### config.mk
export PLATFORM = sky130hd
export DESIGN_NAME = clock_time_set_controller
export DESIGN_NICKNAME = d
export VERILOG_FILES = /design/src/ctsc_pkg.sv /design/src/clock_time_set_controller.sv
export SDC_FILE = /design/constraint.sdc
export NUM_CORES = 1
export LEC_CHECK = 0
export BUFFER_PORTS_ARGS = -buffer_cell sky130_fd_sc_hd__buf_2
export CORE_ASPECT_RATIO = 0.5
export CORE_MARGIN = 1.5
export CORE_UTILIZATION = 50
export DETAILED_ROUTE_END_ITERATION = 12
export PLACE_DENSITY = 0.69
export SLEW_MARGIN = 40
export SYNTH_ARGS = -nofsm -noshare
export SYNTH_HDL_FRONTEND = slang
export SYNTH_SLANG_ARGS = --single-unit
### constraint.sdc
create_clock -name clk -period 5.1 [get_ports clk]
set_input_delay 0.255 -clock clk [delete_from_list [all_inputs] [get_ports clk]]
set_output_delay 0.255 -clock clk [all_outputs]
set_load 0.05 [all_outputs]
### src/ctsc_pkg.sv
// ----------------------------------------------------------------------------
// ctsc_pkg
// Shared codes, widths and small arithmetic helpers for the clock time-set
// controller.
// ----------------------------------------------------------------------------
`default_nettype none

package ctsc_pkg;

    // Field widths
    localparam int HOUR_W  = 5;
    localparam int MIN_W   = 6;
    localparam int TIMER_W = 17;
    localparam int EL_W    = 10;
    localparam int CFG_W   = 16;

    localparam logic [TIMER_W-1:0] TIMER_MAX = {TIMER_W{1'b1}};

    // Item opcodes
    localparam logic OP_START = 1'b0;
    localparam logic OP_POLL  = 1'b1;

    // Press / held button codes
    localparam logic [1:0] BTN_NONE    = 2'd0;
    localparam logic [1:0] BTN_SET     = 2'd1;
    localparam logic [1:0] BTN_ADJUST  = 2'd2;
    localparam logic [1:0] BTN_OUTSIDE = 2'd3;

    // Edit phases
    localparam logic [1:0] PHASE_HOUR   = 2'd1;
    localparam logic [1:0] PHASE_MINUTE = 2'd2;
    localparam logic [1:0] PHASE_FINAL  = 2'd3;

    // Display masks
    localparam logic [1:0] SHOW_NONE   = 2'b00;
    localparam logic [1:0] SHOW_HOUR   = 2'b01;
    localparam logic [1:0] SHOW_MINUTE = 2'b10;
    localparam logic [1:0] SHOW_BOTH   = 2'b11;

    // Result status codes
    localparam logic [2:0] ST_IDLE      = 3'd0;
    localparam logic [2:0] ST_EDITING   = 3'd1;
    localparam logic [2:0] ST_SAVED     = 3'd2;
    localparam logic [2:0] ST_CANCELLED = 3'd3;
    localparam logic [2:0] ST_TIMEOUT   = 3'd4;

    // Configuration register indexes
    localparam logic CFG_BLINK_PERIOD = 1'b0;
    localparam logic CFG_IDLE_TIMEOUT = 1'b1;

    localparam logic [CFG_W-1:0] BLINK_PERIOD_RST = 16'd500;
    localparam logic [CFG_W-1:0] IDLE_TIMEOUT_RST = 16'd30000;

    // 8-bit value mod 24 by restoring subtraction (quotient fits 4 bits)
    function automatic logic [HOUR_W-1:0] mod24(input logic [7:0] v);
        logic [7:0] r;
        r = v;
        if (r >= 8'd192) r = r - 8'd192;
        if (r >= 8'd96)  r = r - 8'd96;
        if (r >= 8'd48)  r = r - 8'd48;
        if (r >= 8'd24)  r = r - 8'd24;
        return r[HOUR_W-1:0];
    endfunction

    // 8-bit value mod 60 by restoring subtraction (quotient fits 3 bits)
    function automatic logic [MIN_W-1:0] mod60(input logic [7:0] v);
        logic [7:0] r;
        r = v;
        if (r >= 8'd240) r = r - 8'd240;
        if (r >= 8'd120) r = r - 8'd120;
        if (r >= 8'd60)  r = r - 8'd60;
        return r[MIN_W-1:0];
    endfunction

    // Saturating timer add
    function automatic logic [TIMER_W-1:0] sat_add(input logic [TIMER_W-1:0] a,
                                                   input logic [EL_W-1:0]    b);
        logic [TIMER_W:0] s;
        s = {1'b0, a} + {{(TIMER_W+1-EL_W){1'b0}}, b};
        return s[TIMER_W] ? TIMER_MAX : s[TIMER_W-1:0];
    endfunction

endpackage

`default_nettype wire

### src/clock_time_set_controller.sv
// ----------------------------------------------------------------------------
// clock_time_set_controller
// Two-button time-set controller: start loads hour/minute, polls step the
// edit through hour, minute and save or cancel, with blink and idle timeout.
// ----------------------------------------------------------------------------
//  channel | handshake           | payload
//  --------+---------------------+----------------------------------------------
//  in      | in_valid / in_stall | op start_hour start_minute press released
//          |                     | elapsed_ms
//  out     | out_valid/out_stall | hour minute show_mask repaint held_button status
//  cfg     | cfg_write           | cfg_index cfg_data
//
//  One item per cycle unless stalled; each accepted beat gives a result next cycle.
//  All item logic sits between the state registers and the result register.
//  in_stall rises only while a result is held by out_stall.
//  Reset: not editing, phase hour, timers and blink cleared, 500/30000 ms cfg.
// ----------------------------------------------------------------------------
`default_nettype none

module clock_time_set_controller
    import ctsc_pkg::*;
(
    input  wire logic              clk,
    input  wire logic              rst_n,

    input  wire logic              cfg_write,
    input  wire logic              cfg_index,
    input  wire logic [CFG_W-1:0]  cfg_data,

    input  wire logic              in_valid,
    output logic                   in_stall,
    input  wire logic              op,
    input  wire logic [7:0]        start_hour,
    input  wire logic [7:0]        start_minute,
    input  wire logic [1:0]        press,
    input  wire logic              released,
    input  wire logic [EL_W-1:0]   elapsed_ms,

    output logic                   out_valid,
    input  wire logic              out_stall,
    output logic [HOUR_W-1:0]      hour,
    output logic [MIN_W-1:0]       minute,
    output logic [1:0]             show_mask,
    output logic                   repaint,
    output logic [1:0]             held_button,
    output logic [2:0]             status
);

    // Configuration registers
    logic [CFG_W-1:0]   blink_period_reg;
    logic [CFG_W-1:0]   idle_timeout_reg;

    // Edit state
    logic               editing_reg,   editing_next;
    logic [HOUR_W-1:0]  hour_st_reg,   hour_st_next;
    logic [MIN_W-1:0]   min_st_reg,    min_st_next;
    logic [1:0]         phase_reg,     phase_next;
    logic [1:0]         held_reg,      held_next;
    logic               blink_reg,     blink_next;
    logic [TIMER_W-1:0] blink_el_reg,  blink_el_next;
    logic [TIMER_W-1:0] idle_el_reg,   idle_el_next;

    // Result register
    logic               out_valid_reg;
    logic [HOUR_W-1:0]  hour_reg;
    logic [MIN_W-1:0]   minute_reg;
    logic [1:0]         mask_reg,      mask_next;
    logic               repaint_reg,   repaint_next;
    logic [1:0]         held_out_reg,  held_out_next;
    logic [2:0]         status_reg,    status_next;

    logic               in_accept;
    logic               out_free;

    assign out_free  = !out_valid_reg || !out_stall;
    assign in_stall  = !out_free;
    assign in_accept = in_valid && out_free;

    // Per-item next state and result
    always_comb
    begin
        logic pressed;
        logic done;
        logic upd;

        editing_next  = editing_reg;
        hour_st_next  = hour_st_reg;
        min_st_next   = min_st_reg;
        phase_next    = phase_reg;
        held_next     = held_reg;
        blink_next    = blink_reg;
        blink_el_next = blink_el_reg;
        idle_el_next  = idle_el_reg;
        mask_next     = SHOW_NONE;
        repaint_next  = 1'b0;
        held_out_next = BTN_NONE;
        status_next   = ST_IDLE;
        pressed       = 1'b0;
        done          = 1'b0;
        upd           = 1'b0;

        if (op == OP_START)
        begin
            hour_st_next  = mod24(start_hour);
            min_st_next   = mod60(start_minute);
            editing_next  = 1'b1;
            phase_next    = PHASE_HOUR;
            held_next     = BTN_NONE;
            blink_next    = 1'b0;
            blink_el_next = '0;
            idle_el_next  = '0;
            mask_next     = SHOW_BOTH;
            repaint_next  = 1'b1;
            status_next   = ST_EDITING;
        end
        else if (editing_reg)
        begin
            // button events
            if (held_reg == BTN_NONE)
            begin
                unique case (press)
                    BTN_OUTSIDE:
                    begin
                        done        = 1'b1;
                        status_next = ST_CANCELLED;
                    end
                    BTN_SET:
                        phase_next = (phase_reg == PHASE_HOUR) ? PHASE_MINUTE : PHASE_FINAL;
                    BTN_ADJUST:
                    begin
                        if (phase_reg == PHASE_HOUR)
                            hour_st_next = (hour_st_reg == HOUR_W'(23)) ? '0
                                                                        : hour_st_reg + 1'b1;
                        else
                            min_st_next = (min_st_reg == MIN_W'(59)) ? '0
                                                                     : min_st_reg + 1'b1;
                    end
                    default: ;
                endcase
                if (!done && press != BTN_NONE)
                begin
                    held_next     = press;
                    pressed       = 1'b1;
                    upd           = 1'b1;
                    blink_next    = 1'b0;
                    blink_el_next = '0;
                    idle_el_next  = '0;
                end
            end
            else
            begin
                if (released)
                begin
                    held_next = BTN_NONE;
                    if (phase_reg == PHASE_FINAL)
                    begin
                        done        = 1'b1;
                        status_next = ST_SAVED;
                    end
                end
                upd = released;
            end

            // timers, blink and timeout
            if (!done)
            begin
                if (!pressed)
                begin
                    blink_el_next = sat_add(blink_el_reg, elapsed_ms);
                    idle_el_next  = sat_add(idle_el_reg, elapsed_ms);
                end
                if (blink_el_next > {1'b0, blink_period_reg})
                begin
                    blink_next    = !blink_next;
                    upd           = 1'b1;
                    blink_el_next = '0;
                end
                if (idle_el_next > {1'b0, idle_timeout_reg})
                begin
                    done        = 1'b1;
                    status_next = ST_TIMEOUT;
                end
            end

            if (done)
            begin
                editing_next = 1'b0;
                held_next    = BTN_NONE;
                mask_next    = SHOW_BOTH;
            end
            else
            begin
                mask_next = SHOW_BOTH;
                if (blink_next)
                begin
                    if (phase_next == PHASE_HOUR)
                        mask_next = SHOW_MINUTE;
                    else if (phase_next == PHASE_MINUTE)
                        mask_next = SHOW_HOUR;
                end
                repaint_next  = upd;
                held_out_next = held_next;
                status_next   = ST_EDITING;
            end
        end
    end

    // Configuration writes
    always_ff @(posedge clk or negedge rst_n)
    begin
        if (!rst_n)
        begin
            blink_period_reg <= BLINK_PERIOD_RST;
            idle_timeout_reg <= IDLE_TIMEOUT_RST;
        end
        else if (cfg_write)
        begin
            unique case (cfg_index)
                CFG_BLINK_PERIOD: blink_period_reg <= cfg_data;
                CFG_IDLE_TIMEOUT: idle_timeout_reg <= cfg_data;
                default: ;
            endcase
        end
    end

    // Edit state update
    always_ff @(posedge clk or negedge rst_n)
    begin
        if (!rst_n)
        begin
            editing_reg  <= 1'b0;
            hour_st_reg  <= '0;
            min_st_reg   <= '0;
            phase_reg    <= PHASE_HOUR;
            held_reg     <= BTN_NONE;
            blink_reg    <= 1'b0;
            blink_el_reg <= '0;
            idle_el_reg  <= '0;
        end
        else if (in_accept)
        begin
            editing_reg  <= editing_next;
            hour_st_reg  <= hour_st_next;
            min_st_reg   <= min_st_next;
            phase_reg    <= phase_next;
            held_reg     <= held_next;
            blink_reg    <= blink_next;
            blink_el_reg <= blink_el_next;
            idle_el_reg  <= idle_el_next;
        end
    end

    // Result register: valid flag
    always_ff @(posedge clk or negedge rst_n)
    begin
        if (!rst_n)
            out_valid_reg <= 1'b0;
        else if (out_free)
            out_valid_reg <= in_valid;
    end

    // Result register: payload
    always_ff @(posedge clk)
    begin
        if (in_accept)
        begin
            hour_reg     <= hour_st_next;
            minute_reg   <= min_st_next;
            mask_reg     <= mask_next;
            repaint_reg  <= repaint_next;
            held_out_reg <= held_out_next;
            status_reg   <= status_next;
        end
    end

    assign out_valid   = out_valid_reg;
    assign hour        = hour_reg;
    assign minute      = minute_reg;
    assign show_mask   = mask_reg;
    assign repaint     = repaint_reg;
    assign held_button = held_out_reg;
    assign status      = status_reg;

`ifndef SYNTHESIS
    // an accepted beat always yields a result next cycle
    a_accept_to_result: assert property (@(posedge clk) disable iff (!rst_n)
        in_accept |=> out_valid)
        else $error("accepted item produced no result");

    // edited values stay in range
    a_time_range: assert property (@(posedge clk) disable iff (!rst_n)
        out_valid |-> (hour < HOUR_W'(24)) && (minute < MIN_W'(60)))
        else $error("hour or minute out of range");

    // idle results show nothing and never repaint
    a_idle_blank: assert property (@(posedge clk) disable iff (!rst_n)
        (out_valid && status == ST_IDLE) |-> (show_mask == SHOW_NONE) && !repaint
                                          && (held_button == BTN_NONE))
        else $error("idle result not blank");

    // exits show both fields with no button held and leave editing
    a_exit_clean: assert property (@(posedge clk) disable iff (!rst_n)
        (out_valid && (status == ST_SAVED || status == ST_CANCELLED
                       || status == ST_TIMEOUT))
        |-> (show_mask == SHOW_BOTH) && !repaint && (held_button == BTN_NONE)
            && !editing_reg && (held_reg == BTN_NONE))
        else $error("exit result inconsistent");

    // phase code is never zero
    a_phase_valid: assert property (@(posedge clk) disable iff (!rst_n)
        phase_reg != 2'd0)
        else $error("edit phase corrupt");
`endif

endmodule

`default_nettype wire

==> flow_summary_export.csv <==
group,metric,value,unit
route,drt_pass1_iterations,5,
floorplanning,io-pin-count,73,
route,drt_iter0_markers,424,
cts,numClockSinks,103,
cts,cts_resized,0,
grt,grt_pass1_wl,31.14,mm
grt,overflow,0,
sta,finalHoldViolCount,0,
floorplanning,dieHeight,89.33,µm
worst_setup_path,crit_fanout,5,
floorplanning,die_x,175.7,µm
synthesis,synth_edf_count,19,
route,wire_per_inst,17.52,µm
cells_and_area,final_area,8353,µm²
synthesis,avgSynthCellArea,8.882,µm²
cells_and_area,fin_nets,1020,
sta,fin_setup_tns,0,ns
cells_and_area,drive_gt1_share,16.52,%
sta,rsz0062_at_grt,"no",
sta,finalCriticalPeriod,4.693,ns
floorplanning,dieArea,15690,µm²
cts,clkTransAtPathRegs,0.07,ns
synthesis,yosys_warnings,0,
pwr,powerDensity,341.3,nW/µm²
cells_and_area,syn_to_final_growth,12.09,%
grt,grt_max_degree,64,
route,viasPerCell,6.092,
cells_and_area,fill_cells,1303,
route,drt_wl_total,19.38,mm
grt,grt_antenna_before_repair,0,
worst_setup_path,start_kind,"flop",
cells_and_area,diodes,0,
synthesis,synth_cells,839,
cts,cts-root-buf,"clkbuf_16",
placed_design,place_area,8024,µm²
synthesis,synth_nets,956,
cts,cts_buffers,9,
pwr,power,2.851,mW
cells_and_area,layout_commonest_cell,"nand2_1",
run_status,status,"complete, no violations",
cts,cts_max_level,3,
synthesis,ys_types,83,
worst_setup_path,cp.required,5.25,ns
sta,final.period_utilization,92.02,%
route,drtAntennaViolNets,0,
synthesis,synth-async-reset-ratio,81.55,%
floorplanning,fp.coreArea,14510,µm²
worst_setup_path,path_class,"reg -> reg",
sta,drv_slew,0,
placed_design,port_buffers,72,
route,vias,6738,
route,drc_errors,0,
sta,worstMarginPinSlew,0.7761,ns
cells_and_area,final_cell_mix,"nand2_1 (98), buf_2 (71), dfrtp_1 (70)",
cts,clock_path_buffers,2,
worst_hold_path,min_path_type,"in -> reg",
worst_setup_path,critPathCaptureType,"flop",
cts,clk_latency,0.35,ns
synthesis,synth_area,7452,µm²
placed_design,hpwl,14.30,mm
synthesis,ys_seq_area_share,36.10,%
synthesis,synth_flop_cell,"dfrtp_1",
sta,skew,0.009047,ns
grt,grt_pass1_vias,6073,
placed_design,gp_congestion,0.9169,
sta,hold_ws,0.1096,ns
grt,grt.total_usage,25.42,%
cts,tritoncts,"built",
worst_setup_path,crit_arrival,4.84,ns
floorplanning,initial_utilization,51.37,%
pwr,p_leak,3.766,nW
floorplanning,rows,31,
sta,setup_viol,0,
sta,max_freq,0.2131,GHz
flow_run,cap_viol_max_count,0,
synthesis,ys_ff_latch,103,
pwr,peakVddDrop,172.5,µV
sta,slew_headroom,47.61,%
[synthesized netlist by cell type (14+ instances only)]
cell type	instances	area (µm²)
xor2_1	14	122.6
nor2_1	58	217.7
mux2_2	22	247.7
dfrtp_1	70	1752
inv_1	53	198.9
clkbuf_1	25	93.84
o21ai_0	67	335.3
edfxtp_1	19	570.6
ha_1	63	788.3
nor3_1	18	90.09
nand2_1	98	367.9
a21oi_1	63	315.3
a22o_1	17	148.9
nand3_1	23	115.1
dfstp_2	14	367.9
[power by group]
part,switching (mW),internal [mW]
registers,0.0984,0.978
logic,0.633,0.399
clock network,0.328,0.415
[stage by stage]
step | setup slack, ns | instances | utilization (%)
2_1_floorplan | 1.063 | 839 | -
3_3_place_gp | 0.6583 | 1089 | 55.29
3_5_place_dp | 0.5733 | 1089 | 55.31
4_1_cts | 0.5248 | 1106 | 57.56
5_1_grt | 0.1605 | 1106 | 57.58
6_report | 0.4070 | 1106 | 57.58
[layer usage]
layer	part of all wire (%)	global-route usage [%]	wire (µm)	vias up
li1	-	-	-	3228
met4	1.2	5.750	223	0
met3	6.9	4.464	1345	25
met2	44	41.75	8515	254
met5	0	0	0	-
met1	48	35.41	9294	3231
[area by class of cell]
cell class	instances	area [µm²]	area share [%]
Clock inverter	5	61.31	0.7340
Timing Repair Buffer	83	451.7	5.407
Sequential cell	103	2690	32.20
Tap cell	198	247.7	2.966
Inverter	53	198.9	2.382
Clock buffer	11	254.0	3.041
Multi-Input combinational cell	653	4449	53.27
[final timing paths]
check | startpoint | end | slack [ns] | depth (start not counted)
max in group asynchronous | rst_n | idle_el_reg[7]$_DFFE_PN0P_ | 3.86 | 3
min reg2reg | blink_el_reg[9]$_DFFE_PN0P_ | blink_el_reg[9]$_DFFE_PN0P_ | 0.50 | 2
min in group asynchronous | rst_n | min_st_reg[1]$_DFFE_PN0P_ | 0.35 | 2
max | blink_el_reg[0]$_DFFE_PN0P_ | repaint$_SDFFCE_PN1P_ | 0.41 | 16
max reg2reg | blink_el_reg[0]$_DFFE_PN0P_ | repaint$_SDFFCE_PN1P_ | 0.41 | 16
min | in_valid | out_valid$_DFFE_PN0N_ | 0.11 | 2
[kinds of logic after synthesis]
logic type	synth area share (%)
buffers and inverters	4.365
AND/OR/NAND/NOR	17.24
multiplexers	4.953
adder cells (fa/ha/maj)	11.11
AO/OA/AOI/OAI	23.41
XOR/XNOR	2.821
flip-flops	36.10
[critical path, stage by stage (launching register included)]
cell	delay, ns
dfrtp_1	0.38
ha_1	0.22
fa_1	0.42
a211oi_1	0.31
o211ai_1	0.19
a21oi_1	0.36
nor2_1	0.12
o21ai_0	0.30
nor2_1	0.09
ha_1	0.30
nand4_1	0.12
nor3_1	0.27
o21ai_0	0.19
a211oi_1	0.50
a41oi_2	0.16
and3_1	0.29
o41ai_1	0.26
[timing repair]
item | in CTS | in global routing
hold buffers | 1 | 0
hold endpoints to repair | 20 | 0
setup buffers | 0 | 0
Power figures use the tool's default switching activity.
